--- config.mk ---
export PLATFORM = sky130hd
export DESIGN_NAME = cfa_queue
export DESIGN_NICKNAME = d
export VERILOG_FILES = /design/src/sv/cfa_pkg.sv /design/src/sv/cfa_queue.sv
export SDC_FILE = /design/constraint.sdc
export NUM_CORES = 1
export LEC_CHECK = 0
export ABC_AREA = 1
export ABC_CLOCK_PERIOD_IN_PS = 9900
export BUFFER_PORTS_ARGS = -buffer_cell sky130_fd_sc_hd__buf_2
export CAP_MARGIN = 20
export CORE_MARGIN = 2
export CORE_UTILIZATION = 40
export CTS_CLUSTER_SIZE = 40
export DETAILED_ROUTE_END_ITERATION = 10
export PLACE_DENSITY = 0.63
export SYNTH_ARGS = -nofsm -noshare
export SYNTH_HDL_FRONTEND = slang
export SYNTH_SLANG_ARGS = --single-unit
export TNS_END_PERCENT = 1
--- constraint.sdc ---
create_clock -name clk -period 9.9 [get_ports clk]
set_clock_uncertainty 0.2 [all_clocks]
set_input_delay 0.99 -clock clk [delete_from_list [all_inputs] [get_ports clk]]
set_output_delay 0.99 -clock clk [all_outputs]
set_load 0.005 [all_outputs]
--- src/sv/cfa_pkg.sv ---
`timescale 1ns / 1ps

package cfa_pkg;

  // Operand width of the arithmetic folds (32 to 64).
  localparam int DW = 64;
  localparam logic [63:0] DW_MASK = {64{1'b1}} >> (64 - DW);

  localparam int QDEPTH = 4;
  localparam int QAW = $clog2(QDEPTH);

  localparam logic [3:0] OP_ADD    = 4'd0;
  localparam logic [3:0] OP_SUB    = 4'd1;
  localparam logic [3:0] OP_MUL    = 4'd2;
  localparam logic [3:0] OP_SDIV   = 4'd3;
  localparam logic [3:0] OP_SREM   = 4'd4;
  localparam logic [3:0] OP_AND    = 4'd5;
  localparam logic [3:0] OP_OR     = 4'd6;
  localparam logic [3:0] OP_XOR    = 4'd7;
  localparam logic [3:0] OP_SHL    = 4'd8;
  localparam logic [3:0] OP_LSHR   = 4'd9;
  localparam logic [3:0] OP_ASHR   = 4'd10;
  localparam logic [3:0] OP_ICMP   = 4'd11;
  localparam logic [3:0] OP_SELECT = 4'd12;

  localparam logic [3:0] CC_EQ  = 4'd0;
  localparam logic [3:0] CC_NE  = 4'd1;
  localparam logic [3:0] CC_SGT = 4'd2;
  localparam logic [3:0] CC_SGE = 4'd3;
  localparam logic [3:0] CC_SLT = 4'd4;
  localparam logic [3:0] CC_SLE = 4'd5;
  localparam logic [3:0] CC_UGT = 4'd6;
  localparam logic [3:0] CC_UGE = 4'd7;
  localparam logic [3:0] CC_ULT = 4'd8;
  localparam logic [3:0] CC_ULE = 4'd9;

  localparam logic [2:0] OUT_NONE   = 3'd0;
  localparam logic [2:0] OUT_CONST  = 3'd1;
  localparam logic [2:0] OUT_FIRST  = 3'd2;
  localparam logic [2:0] OUT_SECOND = 3'd3;
  localparam logic [2:0] OUT_THIRD  = 3'd4;

  // What the back end still has to do with a request.
  typedef enum logic [1:0] {
    K_DONE,
    K_MUL,
    K_DIV
  } kind_t;

  typedef struct packed {
    kind_t       kind;
    logic        rem;
    logic [2:0]  outcome;
    logic [63:0] a;
    logic [63:0] b;
  } cfa_item_t;

  function automatic logic [63:0] sext(input logic [63:0] x);
    return x[DW-1] ? (x | ~DW_MASK) : (x & DW_MASK);
  endfunction

endpackage

--- src/sv/cfa_queue.sv ---
`timescale 1ns / 1ps

module cfa_queue import cfa_pkg::*; (
  input  logic      clk,
  input  logic      rst,
  input  logic      push_valid,
  input  cfa_item_t push_item,
  output logic      push_ready,
  output logic      pop_valid,
  output cfa_item_t pop_item,
  input  logic      pop
);

  cfa_item_t        mem [QDEPTH];
  logic [QAW-1:0]   wr_ptr, rd_ptr;
  logic [QAW:0]     count;
  logic             do_push, do_pop;

  assign push_ready = (count != (QAW+1)'(QDEPTH));
  assign pop_valid = (count != '0);
  assign pop_item = mem[rd_ptr];
  assign do_push = push_valid && push_ready;
  assign do_pop = pop && pop_valid;

  always_ff @(posedge clk) begin
    if (rst) begin
      wr_ptr <= '0;
      rd_ptr <= '0;
      count <= '0;
    end else begin
      if (do_push) wr_ptr <= wr_ptr + 1'b1;
      if (do_pop) rd_ptr <= rd_ptr + 1'b1;
      count <= count + (QAW+1)'(do_push) - (QAW+1)'(do_pop);
    end
    if (do_push) mem[wr_ptr] <= push_item;
  end

endmodule

==> impl_metrics.py <==
metrics = {
    "clocking": {
        "hold_buffers": 0,
        "clock_path_buffers": 3,
        "numCtsBuffers": 54,
        "cts_sinks": 545,
        "h-tree-depth": 2,
        "cts_root_buf": "clkbuf_16",
        "post-cts-setup-buffer-count": 0,
        "clk_latency_ns": 0.59,
        "cts_resized": 0,
        "cts_tree": "built",
        "clkTransAtPathRegs_ns": 0.06,
    },
    "sta": {
        "rsz0062_at_grt": "false",
        "slew_headroom_pct": 18.83,
        "finalCriticalPeriod_ns": 4.606,
        "hold_viol_final": 0,
        "tightest_slew_ns": 1.217,
        "fmax_mhz": 217.1,
        "maxSlewViolCount": 0,
        "fin_crit_sh_pct": 46.53,
        "final.setup.tns_ns": 0,
        "setup_viol": 0,
        "setup_ws_ns": 5.294,
    },
    "floorplanning": {
        "core_area_mm2": 0.05027,
        "die-area_mm2": 0.05277,
        "die_w_um": 229.7,
        "io_pins": 274,
        "row_count": 82,
        "fp.dieH_um": 229.7,
        "start_util_pct": 40.54,
    },
    "run": {
        "maxCapViolations": 0,
    },
    "synth": {
        "synth_area_per_cell_um2": 14.97,
        "postSynthCellCount": 1361,
        "yosysWarnings": 0,
        "synth_cell_types": 21,
        "synth_edf_count": 536,
        "async_flop_share_pct": 0,
        "synth_top_area_share_pct": 78.98,
        "yosysTopAreaCell": "edfxtp_1",
        "synth_nets": 1506,
        "syn-cell-area_mm2": 0.02038,
        "synth_area_leaders": "edfxtp_1 79%, o21ai_0 5.2%, nor2_1 5.2%",
        "synth_common_cells": "536 x edfxtp_1, 281 x nor2_1, 211 x o21ai_0",
        "synthFlopType": "edfxtp_1",
        "seq_area_frac_synth_pct": 79.87,
        "ys_ff_latch": 545,
        "synth.most_common_cell": "edfxtp_1",
    },
    "setup_path": {
        "crit_slowest_cell": "buf_4",
        "crit_buf_inv": 4,
        "worstPathMaxFanout": 191,
        "r2r_start": "count[1]",
        "rrSetupSlack_ns": 6.66,
        "end_kind": "output port",
        "path_class": "register to output port",
        "crit_chain": "buf_16 > inv_8 > buf_4 > o21ai_0 > o22ai_1 > buf_2",
        "worst-endpoint-arrival_ns": 3.42,
        "cp_slowest_stage_delay_ns": 0.75,
        "r2r-end": "mem[3][104]",
        "rr_worst_depth": 6,
        "cp_data_required_time_ns": 8.71,
        "crit_family": "buffers and inverters",
        "startpoint_type": "register",
    },
    "global_route": {
        "grt_use_total_pct": 16.84,
        "overflow": 0,
        "grt_pass1_vias": 12060,
        "grt_first_pass_wirelength_um": 68810,
        "grt_max_degree": 192,
        "antenna_found_initial": 10,
    },
    "hold_path": {
        "hp-class": "register to register",
        "min_to": "rd_ptr[0]",
        "min_from": "rd_ptr[0]",
        "whs_path_depth": 2,
    },
    "pwr": {
        "internal_power_uw": 4329,
        "peakVddDrop_mv": 0.1751,
        "power.leakage_uw": 0.008229,
        "seq_power_share_pct": 47.5,
        "clockPowerShare_pct": 32.2,
        "p_switching_uw": 1720,
        "combinationalPowerShare_pct": 20.3,
        "swShare_pct": 28.44,
        "cellPowerDensity_mw_per_mm2": 253.1,
    },
    "placed_design": {
        "hpwl_um": 24670,
        "gp_congestion": 0.7360,
        "pre_cts_ws_ns": 5.698,
        "io_buffers": 273,
    },
    "routing": {
        "post-route-drc-count": 0,
        "wl_um": 45730,
        "first_pass_iters": 5,
        "ant_nets": 0,
        "wl_per_cell_um": 19.50,
        "via_count": 12130,
        "drt_iter0_markers": 798,
        "via_per_inst": 5.173,
    },
    "final_layout": {
        "syn_to_final_growth_pct": 17.27,
        "fin_util_pct": 47.53,
        "fillers": 4407,
        "nNetsFinal": 1766,
        "layout-drive-gt1-share_pct": 22.63,
    },
    "outcome": {
        "status": "finished clean",
    },
}
## cells in the final DEF, fill, tap and decap left out, types with 2 or more instances in the layout
cell	instances
o21ai_1	58
clkinv_4	2
buf_4	18
clkinvlp_4	6
a21boi_0	2
nor2_1	277
dfxtp_1	7
nand3_1	3
clkinv_1	12
dfxtp_4	2
inv_6	2
inv_1	14
clkbuf_16	54
clkbuf_1	12
a21oi_1	4
o22ai_1	134
clkinv_2	9
diode_2	7
o21ai_0	211
ha_1	6
bufinv_16	4
nand2_1	12
edfxtp_1	536
buf_2	273
nor2_4	4
## metrics by stage
| stage | cells | area (um^2) | power, uW | hold WS [ns] |
|---|---|---|---|---|
| floorplan | 1361 | 20380 | 3707 | 0.2481 |
| detailed placement | 2236 | 22160 | 4162 | 0.2747 |
| CTS | 2337 | 23850 | 6118 | 0.2908 |
| global route | 2340 | 23880 | 6342 | 0.3288 |
| global placement | 2236 | 22160 | 4135 | 0.2685 |
| finish | 2345 | 23900 | 6049 | 0.2893 |
## power groups by stage
stage	Combinational [uW]	Clock, uW	Sequential, uW
global route	1360	2090	2890
finish	1230	1950	2880
detailed placement	1200	0	2960
CTS	1210	2000	2910
floorplan	757	0	2950
global placement	1180	0	2950
## layout make-up
cell class	instances	area (um^2)	share of cell area (%)
flip-flops and latches	545	16280	68.14
diodes	7	17.52	0.07330
multi-input cells	712	3460	14.48
inverters	16	72.57	0.3037
well taps	672	840.8	3.519
clock buffers	66	1396	5.843
clock inverters	35	297.8	1.246
repair buffers	292	1529	6.398
## kinds of logic after synthesis
logic type	Yosys count	synth area share (%)
DFF	545	79.87
adders and majority gates	7	0.4666
and+or+nand+nor	296	5.471
AOI/OAI and AO/OA	409	10.89
buffers and inverters	104	3.303
## layer usage
metal / GRT usage, % / share of wire, %
met5: 0 / 0.15
met4: 4.698 / 1.9
met3: 4.601 / 7.0
met2: 27.85 / 49
met1: 21.91 / 42
## worst min-delay path, stage by stage (launching register included)
cell     delay [ns]
dfxtp_1        0.33
a21oi_1        0.05
nor2_1         0.07
## registers in the layout, summed over array words and instances (netlist names), named ones only
register and count:
count 3, mem 536, wr_ptr 2, rd_ptr 2
## how the worst max path moves through the flow
stage / cells past startpoint / from / slack, ns / end
6_report: 6 / register / 5.29 / pop_item[30]
5_1_grt: 6 / register / 4.96 / pop_item[36]
4_1_cts: 5 / register / 5.04 / pop_item[30]
3_5_place_dp: 5 / register / 5.70 / pop_item[30]
3_3_place_gp: 5 / register / 5.82 / pop_item[4]
2_1_floorplan: 2 / push_valid / 2.40 / mem[0][0]
Power figures use the tool's default switching activity.
