$ cat config.mk
export PLATFORM = sky130hd
export DESIGN_NAME = cfa_front_flat
export DESIGN_NICKNAME = d
export VERILOG_FILES = /design/src/sv/cfa_pkg.sv /design/src/sv/cfa_in_if.sv /design/src/sv/cfa_front.sv /design/src/flat_wrapper.sv
export SDC_FILE = /design/constraint.sdc
export NUM_CORES = 1
export LEC_CHECK = 0
export ABC_AREA = 0
export CAP_MARGIN = 20
export CORE_AREA = 8 8 302 304
export CTS_BUF_LIST = sky130_fd_sc_hd__clkbuf_2
export CTS_CLUSTER_DIAMETER = 80
export DETAILED_ROUTE_END_ITERATION = 6
export DIE_AREA = 0 0 310 312
export DONT_BUFFER_PORTS = 1
export PLACE_DENSITY_LB_ADDON = 0.25
export REMOVE_ABC_BUFFERS = 1
export SLEW_MARGIN = 40
export SYNTH_ARGS = -nofsm -noshare
export SYNTH_HDL_FRONTEND = slang
export SYNTH_SLANG_ARGS = --single-unit
$ cat constraint.sdc
create_clock -name clk -period 5.41 [get_ports clk]
set_input_delay 1.082 -clock clk [delete_from_list [all_inputs] [get_ports clk]]
set_output_delay 1.082 -clock clk [all_outputs]
set_load 0.05 [all_outputs]
$ cat src/sv/cfa_pkg.sv
`timescale 1ns / 1ps

package cfa_pkg;

  // Operand width of the arithmetic folds (32 to 64).
  localparam int DW = 64;
  localparam logic [63:0] DW_MASK = {64{1'b1}} >> (64 - DW);

  localparam int QDEPTH = 4;
  localparam int QAW = $clog2(QDEPTH);

  localparam logic [3:0] OP_ADD    = 4'd0;
  localparam logic [3:0] OP_SUB    = 4'd1;
  localparam logic [3:0] OP_MUL    = 4'd2;
  localparam logic [3:0] OP_SDIV   = 4'd3;
  localparam logic [3:0] OP_SREM   = 4'd4;
  localparam logic [3:0] OP_AND    = 4'd5;
  localparam logic [3:0] OP_OR     = 4'd6;
  localparam logic [3:0] OP_XOR    = 4'd7;
  localparam logic [3:0] OP_SHL    = 4'd8;
  localparam logic [3:0] OP_LSHR   = 4'd9;
  localparam logic [3:0] OP_ASHR   = 4'd10;
  localparam logic [3:0] OP_ICMP   = 4'd11;
  localparam logic [3:0] OP_SELECT = 4'd12;

  localparam logic [3:0] CC_EQ  = 4'd0;
  localparam logic [3:0] CC_NE  = 4'd1;
  localparam logic [3:0] CC_SGT = 4'd2;
  localparam logic [3:0] CC_SGE = 4'd3;
  localparam logic [3:0] CC_SLT = 4'd4;
  localparam logic [3:0] CC_SLE = 4'd5;
  localparam logic [3:0] CC_UGT = 4'd6;
  localparam logic [3:0] CC_UGE = 4'd7;
  localparam logic [3:0] CC_ULT = 4'd8;
  localparam logic [3:0] CC_ULE = 4'd9;

  localparam logic [2:0] OUT_NONE   = 3'd0;
  localparam logic [2:0] OUT_CONST  = 3'd1;
  localparam logic [2:0] OUT_FIRST  = 3'd2;
  localparam logic [2:0] OUT_SECOND = 3'd3;
  localparam logic [2:0] OUT_THIRD  = 3'd4;

  // What the back end still has to do with a request.
  typedef enum logic [1:0] {
    K_DONE,
    K_MUL,
    K_DIV
  } kind_t;

  typedef struct packed {
    kind_t       kind;
    logic        rem;
    logic [2:0]  outcome;
    logic [63:0] a;
    logic [63:0] b;
  } cfa_item_t;

  function automatic logic [63:0] sext(input logic [63:0] x);
    return x[DW-1] ? (x | ~DW_MASK) : (x & DW_MASK);
  endfunction

endpackage

$ cat src/sv/cfa_in_if.sv
`timescale 1ns / 1ps

interface cfa_in_if;
  logic        valid;
  logic        ready;
  logic [3:0]  operation;
  logic [3:0]  compare_condition;
  logic signed [63:0] lhs_value;
  logic signed [63:0] rhs_value;
  logic signed [63:0] third_value;
  logic        lhs_is_const;
  logic        rhs_is_const;
  logic        wide_compare;

  modport source (output valid, operation, compare_condition, lhs_value, rhs_value,
                  third_value, lhs_is_const, rhs_is_const, wide_compare, input ready);
  modport sink (input valid, operation, compare_condition, lhs_value, rhs_value,
                third_value, lhs_is_const, rhs_is_const, wide_compare, output ready);
endinterface

$ cat src/sv/cfa_front.sv
`timescale 1ns / 1ps

module cfa_front import cfa_pkg::*; (
  input  logic      clk,
  input  logic      rst,
  cfa_in_if.sink    req,
  output logic      item_valid,
  output cfa_item_t item,
  input  logic      item_ready
);

  logic [63:0] sa, sb, ua, ub, shifted;
  logic        lc, rc, rz, lz, r1, l1, big;
  logic        na, nb, slt, sgt, cmp;
  logic [5:0]  amt;
  logic [2:0]  ident;
  cfa_item_t   cls;

  assign req.ready = !item_valid || item_ready;

  always_comb begin
    lc = req.lhs_is_const;
    rc = req.rhs_is_const;
    sa = sext(req.lhs_value);
    sb = sext(req.rhs_value);
    rz = rc && (sb == 64'd0);
    lz = lc && (sa == 64'd0);
    r1 = rc && (sb == 64'd1);
    l1 = lc && (sa == 64'd1);
    amt = sb[5:0];
    big = ({1'b0, amt} >= 7'(DW));

    ident = OUT_NONE;
    case (req.operation)
      OP_ADD, OP_OR, OP_XOR: begin
        if (rz) ident = OUT_FIRST;
        else if (lz) ident = OUT_SECOND;
      end
      OP_SUB: begin
        if (rz) ident = OUT_FIRST;
      end
      OP_MUL: begin
        if (rz) ident = OUT_SECOND;
        else if (lz) ident = OUT_FIRST;
        else if (r1) ident = OUT_FIRST;
        else if (l1) ident = OUT_SECOND;
      end
      OP_SDIV: begin
        if (r1) ident = OUT_FIRST;
      end
      OP_AND: begin
        if (rz) ident = OUT_SECOND;
        else if (lz) ident = OUT_FIRST;
      end
      default: ident = OUT_NONE;
    endcase

    // The compare works on the raw operands at 32 or 64 bits.
    ua = req.wide_compare ? req.lhs_value : {32'd0, req.lhs_value[31:0]};
    ub = req.wide_compare ? req.rhs_value : {32'd0, req.rhs_value[31:0]};
    na = req.wide_compare ? ua[63] : ua[31];
    nb = req.wide_compare ? ub[63] : ub[31];
    slt = (na != nb) ? na : (ua < ub);
    sgt = (na != nb) ? nb : (ua > ub);
    case (req.compare_condition)
      CC_EQ:  cmp = (ua == ub);
      CC_NE:  cmp = (ua != ub);
      CC_SGT: cmp = sgt;
      CC_SGE: cmp = !slt;
      CC_SLT: cmp = slt;
      CC_SLE: cmp = !sgt;
      CC_UGT: cmp = (ua > ub);
      CC_UGE: cmp = (ua >= ub);
      CC_ULT: cmp = (ua < ub);
      CC_ULE: cmp = (ua <= ub);
      default: cmp = 1'b0;
    endcase

    case (req.operation)
      OP_SHL:  shifted = big ? 64'd0 : (sa << amt);
      OP_LSHR: shifted = big ? 64'd0 : ((sa & DW_MASK) >> amt);
      default: shifted = big ? {64{sa[63]}} : 64'($signed(sa) >>> amt);
    endcase

    cls = '{kind: K_DONE, rem: 1'b0, outcome: OUT_NONE, a: 64'd0, b: 64'd0};
    if (req.operation <= OP_ASHR) begin
      if (ident != OUT_NONE) begin
        cls.outcome = ident;
      end else if (lc && rc) begin
        cls.outcome = OUT_CONST;
        case (req.operation)
          OP_ADD: cls.a = sext(sa + sb);
          OP_SUB: cls.a = sext(sa - sb);
          OP_MUL: begin
            cls.kind = K_MUL;
            cls.a = sa;
            cls.b = sb;
          end
          OP_SDIV, OP_SREM: begin
            if (sb == 64'd0) begin
              cls.outcome = OUT_NONE;
            end else begin
              cls.kind = K_DIV;
              cls.rem = (req.operation == OP_SREM);
              cls.a = sa;
              cls.b = sb;
            end
          end
          OP_AND: cls.a = sa & sb;
          OP_OR:  cls.a = sa | sb;
          OP_XOR: cls.a = sa ^ sb;
          default: cls.a = sext(shifted);
        endcase
      end
    end else if (req.operation == OP_ICMP) begin
      if (lc && rc) begin
        cls.outcome = OUT_CONST;
        cls.a = {63'd0, cmp};
      end
    end else if (req.operation == OP_SELECT) begin
      if (lc) cls.outcome = (sa != 64'd0) ? OUT_SECOND : OUT_THIRD;
    end
  end

  always_ff @(posedge clk) begin
    if (rst) begin
      item_valid <= 1'b0;
    end else if (req.ready) begin
      item_valid <= req.valid;
    end
    if (req.ready && req.valid) begin
      item <= cls;
    end
  end

endmodule

$ cat src/flat_wrapper.sv
// flat-port wrapper written by rule: the top's interface ports become plain ports
module cfa_front_flat import cfa_pkg::*;
  (clk, rst, item_valid, item, item_ready, req_valid, req_operation, req_compare_condition, req_lhs_value, req_rhs_value, req_third_value, req_lhs_is_const, req_rhs_is_const, req_wide_compare, req_ready);
  cfa_in_if req_i ();
  input  logic clk;
  input  logic rst;
  output logic item_valid;
  output cfa_item_t item;
  input  logic item_ready;
  input wire logic [$bits(req_i.valid)-1:0] req_valid;
  input wire logic [$bits(req_i.operation)-1:0] req_operation;
  input wire logic [$bits(req_i.compare_condition)-1:0] req_compare_condition;
  input wire logic [$bits(req_i.lhs_value)-1:0] req_lhs_value;
  input wire logic [$bits(req_i.rhs_value)-1:0] req_rhs_value;
  input wire logic [$bits(req_i.third_value)-1:0] req_third_value;
  input wire logic [$bits(req_i.lhs_is_const)-1:0] req_lhs_is_const;
  input wire logic [$bits(req_i.rhs_is_const)-1:0] req_rhs_is_const;
  input wire logic [$bits(req_i.wide_compare)-1:0] req_wide_compare;
  output wire logic [$bits(req_i.ready)-1:0] req_ready;
  assign req_i.valid = req_valid;
  assign req_i.operation = req_operation;
  assign req_i.compare_condition = req_compare_condition;
  assign req_i.lhs_value = req_lhs_value;
  assign req_i.rhs_value = req_rhs_value;
  assign req_i.third_value = req_third_value;
  assign req_i.lhs_is_const = req_lhs_is_const;
  assign req_i.rhs_is_const = req_rhs_is_const;
  assign req_i.wide_compare = req_wide_compare;
  assign req_ready = req_i.ready;
  cfa_front u_core (.clk(clk), .rst(rst), .req(req_i), .item_valid(item_valid), .item(item), .item_ready(item_ready));
endmodule
==> impl_metrics.ini <==
[power_and_ir_drop]
power.density_nw_per_um2 = 161
power.share.combinational = 0.535
intPower_uw = 2550
irDropWorstVdd_v = 0.000162
power_frac_clock = 0.156
p_leak_uw = 0.0121
swShare = 0.465
p_seq_frac = 0.309
p_switching_uw = 2220

[global_routing]
grt_max_degree = 143
grt_pass1_vias = 25600
antenna_found_initial = 9
grt_use_total = 0.253
grt_pass1_wl_um = 183000
gr-total-overflow = 0

[setup_path]
path_cells = or4_4 -> nor3_2 -> buf_4 -> nand4_1 -> or3_1 -> nor2_1 -> nand4_1 -> o31ai_1 -> xnor2_1 -> ha_1 -> buf_4 -> nand2_1 -> nor4_1 -> nand4_1 -> a211o_1 -> a211oi_1 -> or4_1 -> nand3_1 -> a211oi_1
cp-end-kind = flop
reg2reg_setup_slack_ns = 2.89
path_buf_inv = 2
crit_required_ns = 6.30
cp-start-kind = input pin
crit_slowest_cell = or4_4
crit_fanout = 104
cpMostUsedCell = nand4_1
crit_type = in -> reg
cp.arrival_ns = 6.07
critPathTopFamily = simple AND/OR/NAND/NOR gates
cp_slowest_stage_delay_ns = 0.56

[clock_tree]
clk_pin_slew_worst_paths_ns = 0.25
clockBufferDepth = 2
numClockSinks = 135
root_buffer = clkbuf_2
post_cts_buffers = 0
ctsResizeCount = 0
cts_made_buffers = 17
clk_latency_ns = 1.13
cts_tree = built
h-tree-depth = 4
cts-hold-fix-buffers = 45

[routing]
postRouteAntennaNets = 0
vias = 27100
dr.pass1.iters = 6
via_per_inst = 6.00
wl_um = 127000
post_drt_wl_per_cell_um = 28.1
route.detailed.drc = 0
drt_iter0_markers = 3040

[sta]
finalCritPeriodShare = 0.957
fmax_mhz = 193
fin_crit_ns = 5.17
slew_headroom = 0.373
setup_viol = 0
rsz0062_at_grt = false
hold_viol_final = 0
whs_ns = 0.222
fin_worst_skew_ns = 0.0753
slew_viol_final = 0
worst_slew_pin_slew_ns = 0.930

[synth]
synthesis.area_um2 = 25700
synth.distinct_cells = 85
synth_area_leaders = edfxtp_1 16%, ha_1 12%, mux4_2 12%
syn_area_per_cell_um2 = 7.96
ys.warnings.count = 0
async_flop_share = 0
yosysTopAreaCell = edfxtp_1
synth_top_area_frac = 0.156
ys_ff_latch = 135
synth_flop_cell = edfxtp_1
synth-seq-area-share = 0.157
synthCells = 3233
synth_edf_count = 134

[place]
routabilityCongestion = 1.02
place_area_um2 = 28800
dp_cells = 4439
port_buffers = 0
hpwlAfterDp_um = 97700

[flow_run]
max_cap_violations = 0

[floorplanning]
dieArea_um2 = 96700
die_y_um = 312
core.rowCount = 108
io_pins = 343
die_width_um = 310
initial_core_util = 0.298
core_um2 = 86200

[layout]
final_cell_count_no_fill = 4523
nets = 3813
area_growth_pct = 14.8
fin_area_um2 = 29500
drive_gt1_frac = 0.184

[min_path]
hp-class = in -> reg

[status]
status = complete, no violations
-- sequential cells by signal (all words and copies together), names as in the netlist --
name	cells
u_core.item	134
u_core.item_valid	1
-- final timing paths --
| check | cells after the start | from | to |
|---|---|---|---|
| worst min register to register | 3 | u_core.item_valid | u_core.item_valid |
| worst min-delay path | 1 | req_rhs_value[25] | u_core.item[25] |
| worst max register to register | 3 | u_core.item_valid | u_core.item[115] |
| worst max-delay path | 19 | req_rhs_value[4] | u_core.item[124] |
-- Yosys cell counts, types with 12 or more instances --
cell type,count
a22oi_1,20
o21bai_1,25
mux2_2,33
mux2i_1,85
nand2b_1,16
a211o_1,18
o211ai_1,57
nand3_1,49
a221oi_1,39
xnor2_1,87
buf_1,42
mux4_2,140
inv_1,171
a22o_1,14
nand4_1,44
a21o_1,53
edfxtp_1,134
nor4_1,38
ha_1,257
or4_1,15
o22ai_1,17
nor2_1,346
o31ai_1,26
nand2_1,255
and3_1,86
buf_2,30
nor3_1,64
o21a_1,16
a211oi_1,56
o21ai_0,188
a21oi_1,280
or3_1,32
and2_1,45
a2111oi_0,19
or2_2,12
a31oi_1,44
xor2_1,15
clkbuf_1,220
-- cells by family (layout without fill, tap and decap cells) --
| family | count (synthesis) | in the layout | synth area share |
|---|---|---|---|
| AOI/OAI and AO/OA | 961 | 961 | 0.244 |
| xor gates and xnor gates | 102 | 102 | 0.0347 |
| adders and majority gates | 258 | 258 | 0.126 |
| buffers and inverters | 479 | 607 | 0.0740 |
| DFF | 135 | 135 | 0.157 |
| muxes | 258 | 258 | 0.170 |
| other | 0 | 7 | 0 |
| and+or+nand+nor | 1040 | 1040 | 0.194 |
-- power groups by stage --
stage,Sequential (µW),Clock [µW],Combinational (µW)
after floorplan,1490,0,1490
after global placement,1500,0,2460
after detailed placement,1500,0,2470
after CTS,1480,798,2510
after global routing,1480,813,2730
final,1470,742,2550
-- per-layer routing --
layer  GRT usage  vias to the layer above  routed length [µm]
li1            -                    12400                   -
met1       0.328                    13300               53300
met2       0.401                     1224               57700
met3      0.0619                      200               10700
met4       0.102                        4                5270
met5           0                        -                  27
-- cell usage in the layout (no fill, tap or decap), types with 57 or more instances in the layout --
master | synthesis | routed
a21oi_1 | 280 | 280
mux4_2 | 140 | 140
xnor2_1 | 87 | 87
o21ai_0 | 188 | 185
inv_1 | 171 | 170
mux2i_1 | 85 | 85
and3_1 | 86 | 86
o211ai_1 | 57 | 57
nand2_1 | 255 | 254
nor3_1 | 64 | 60
nor2_1 | 346 | 343
buf_4 | 8 | 346
edfxtp_1 | 134 | 134
ha_1 | 257 | 257
-- metrics by stage --
step / util / total power [µW] / setup TNS, ns / worst slack (ns)
floorplan: - / 2980 / -76.32 / -1.11
global placement: 0.334 / 3970 / -14.26 / -0.638
detailed placement: 0.334 / 3970 / -14.35 / -0.714
CTS: 0.342 / 4780 / 0 / 0.576
global route: 0.342 / 5020 / 0 / 0.106
finish: 0.343 / 4770 / 0 / 0.235
-- layout make-up --
class                      instances  area, µm²
clock buffer                      17       85.1
timing repair buffer             401       3250
sequential                       135       4040
inverter                         174        659
fill                            9240      56700
multi-input combinational       2619      19900
tap                             1155       1450
clock inverter                    15        151
antenna                            7       17.5
Power figures use the tool's default switching activity.
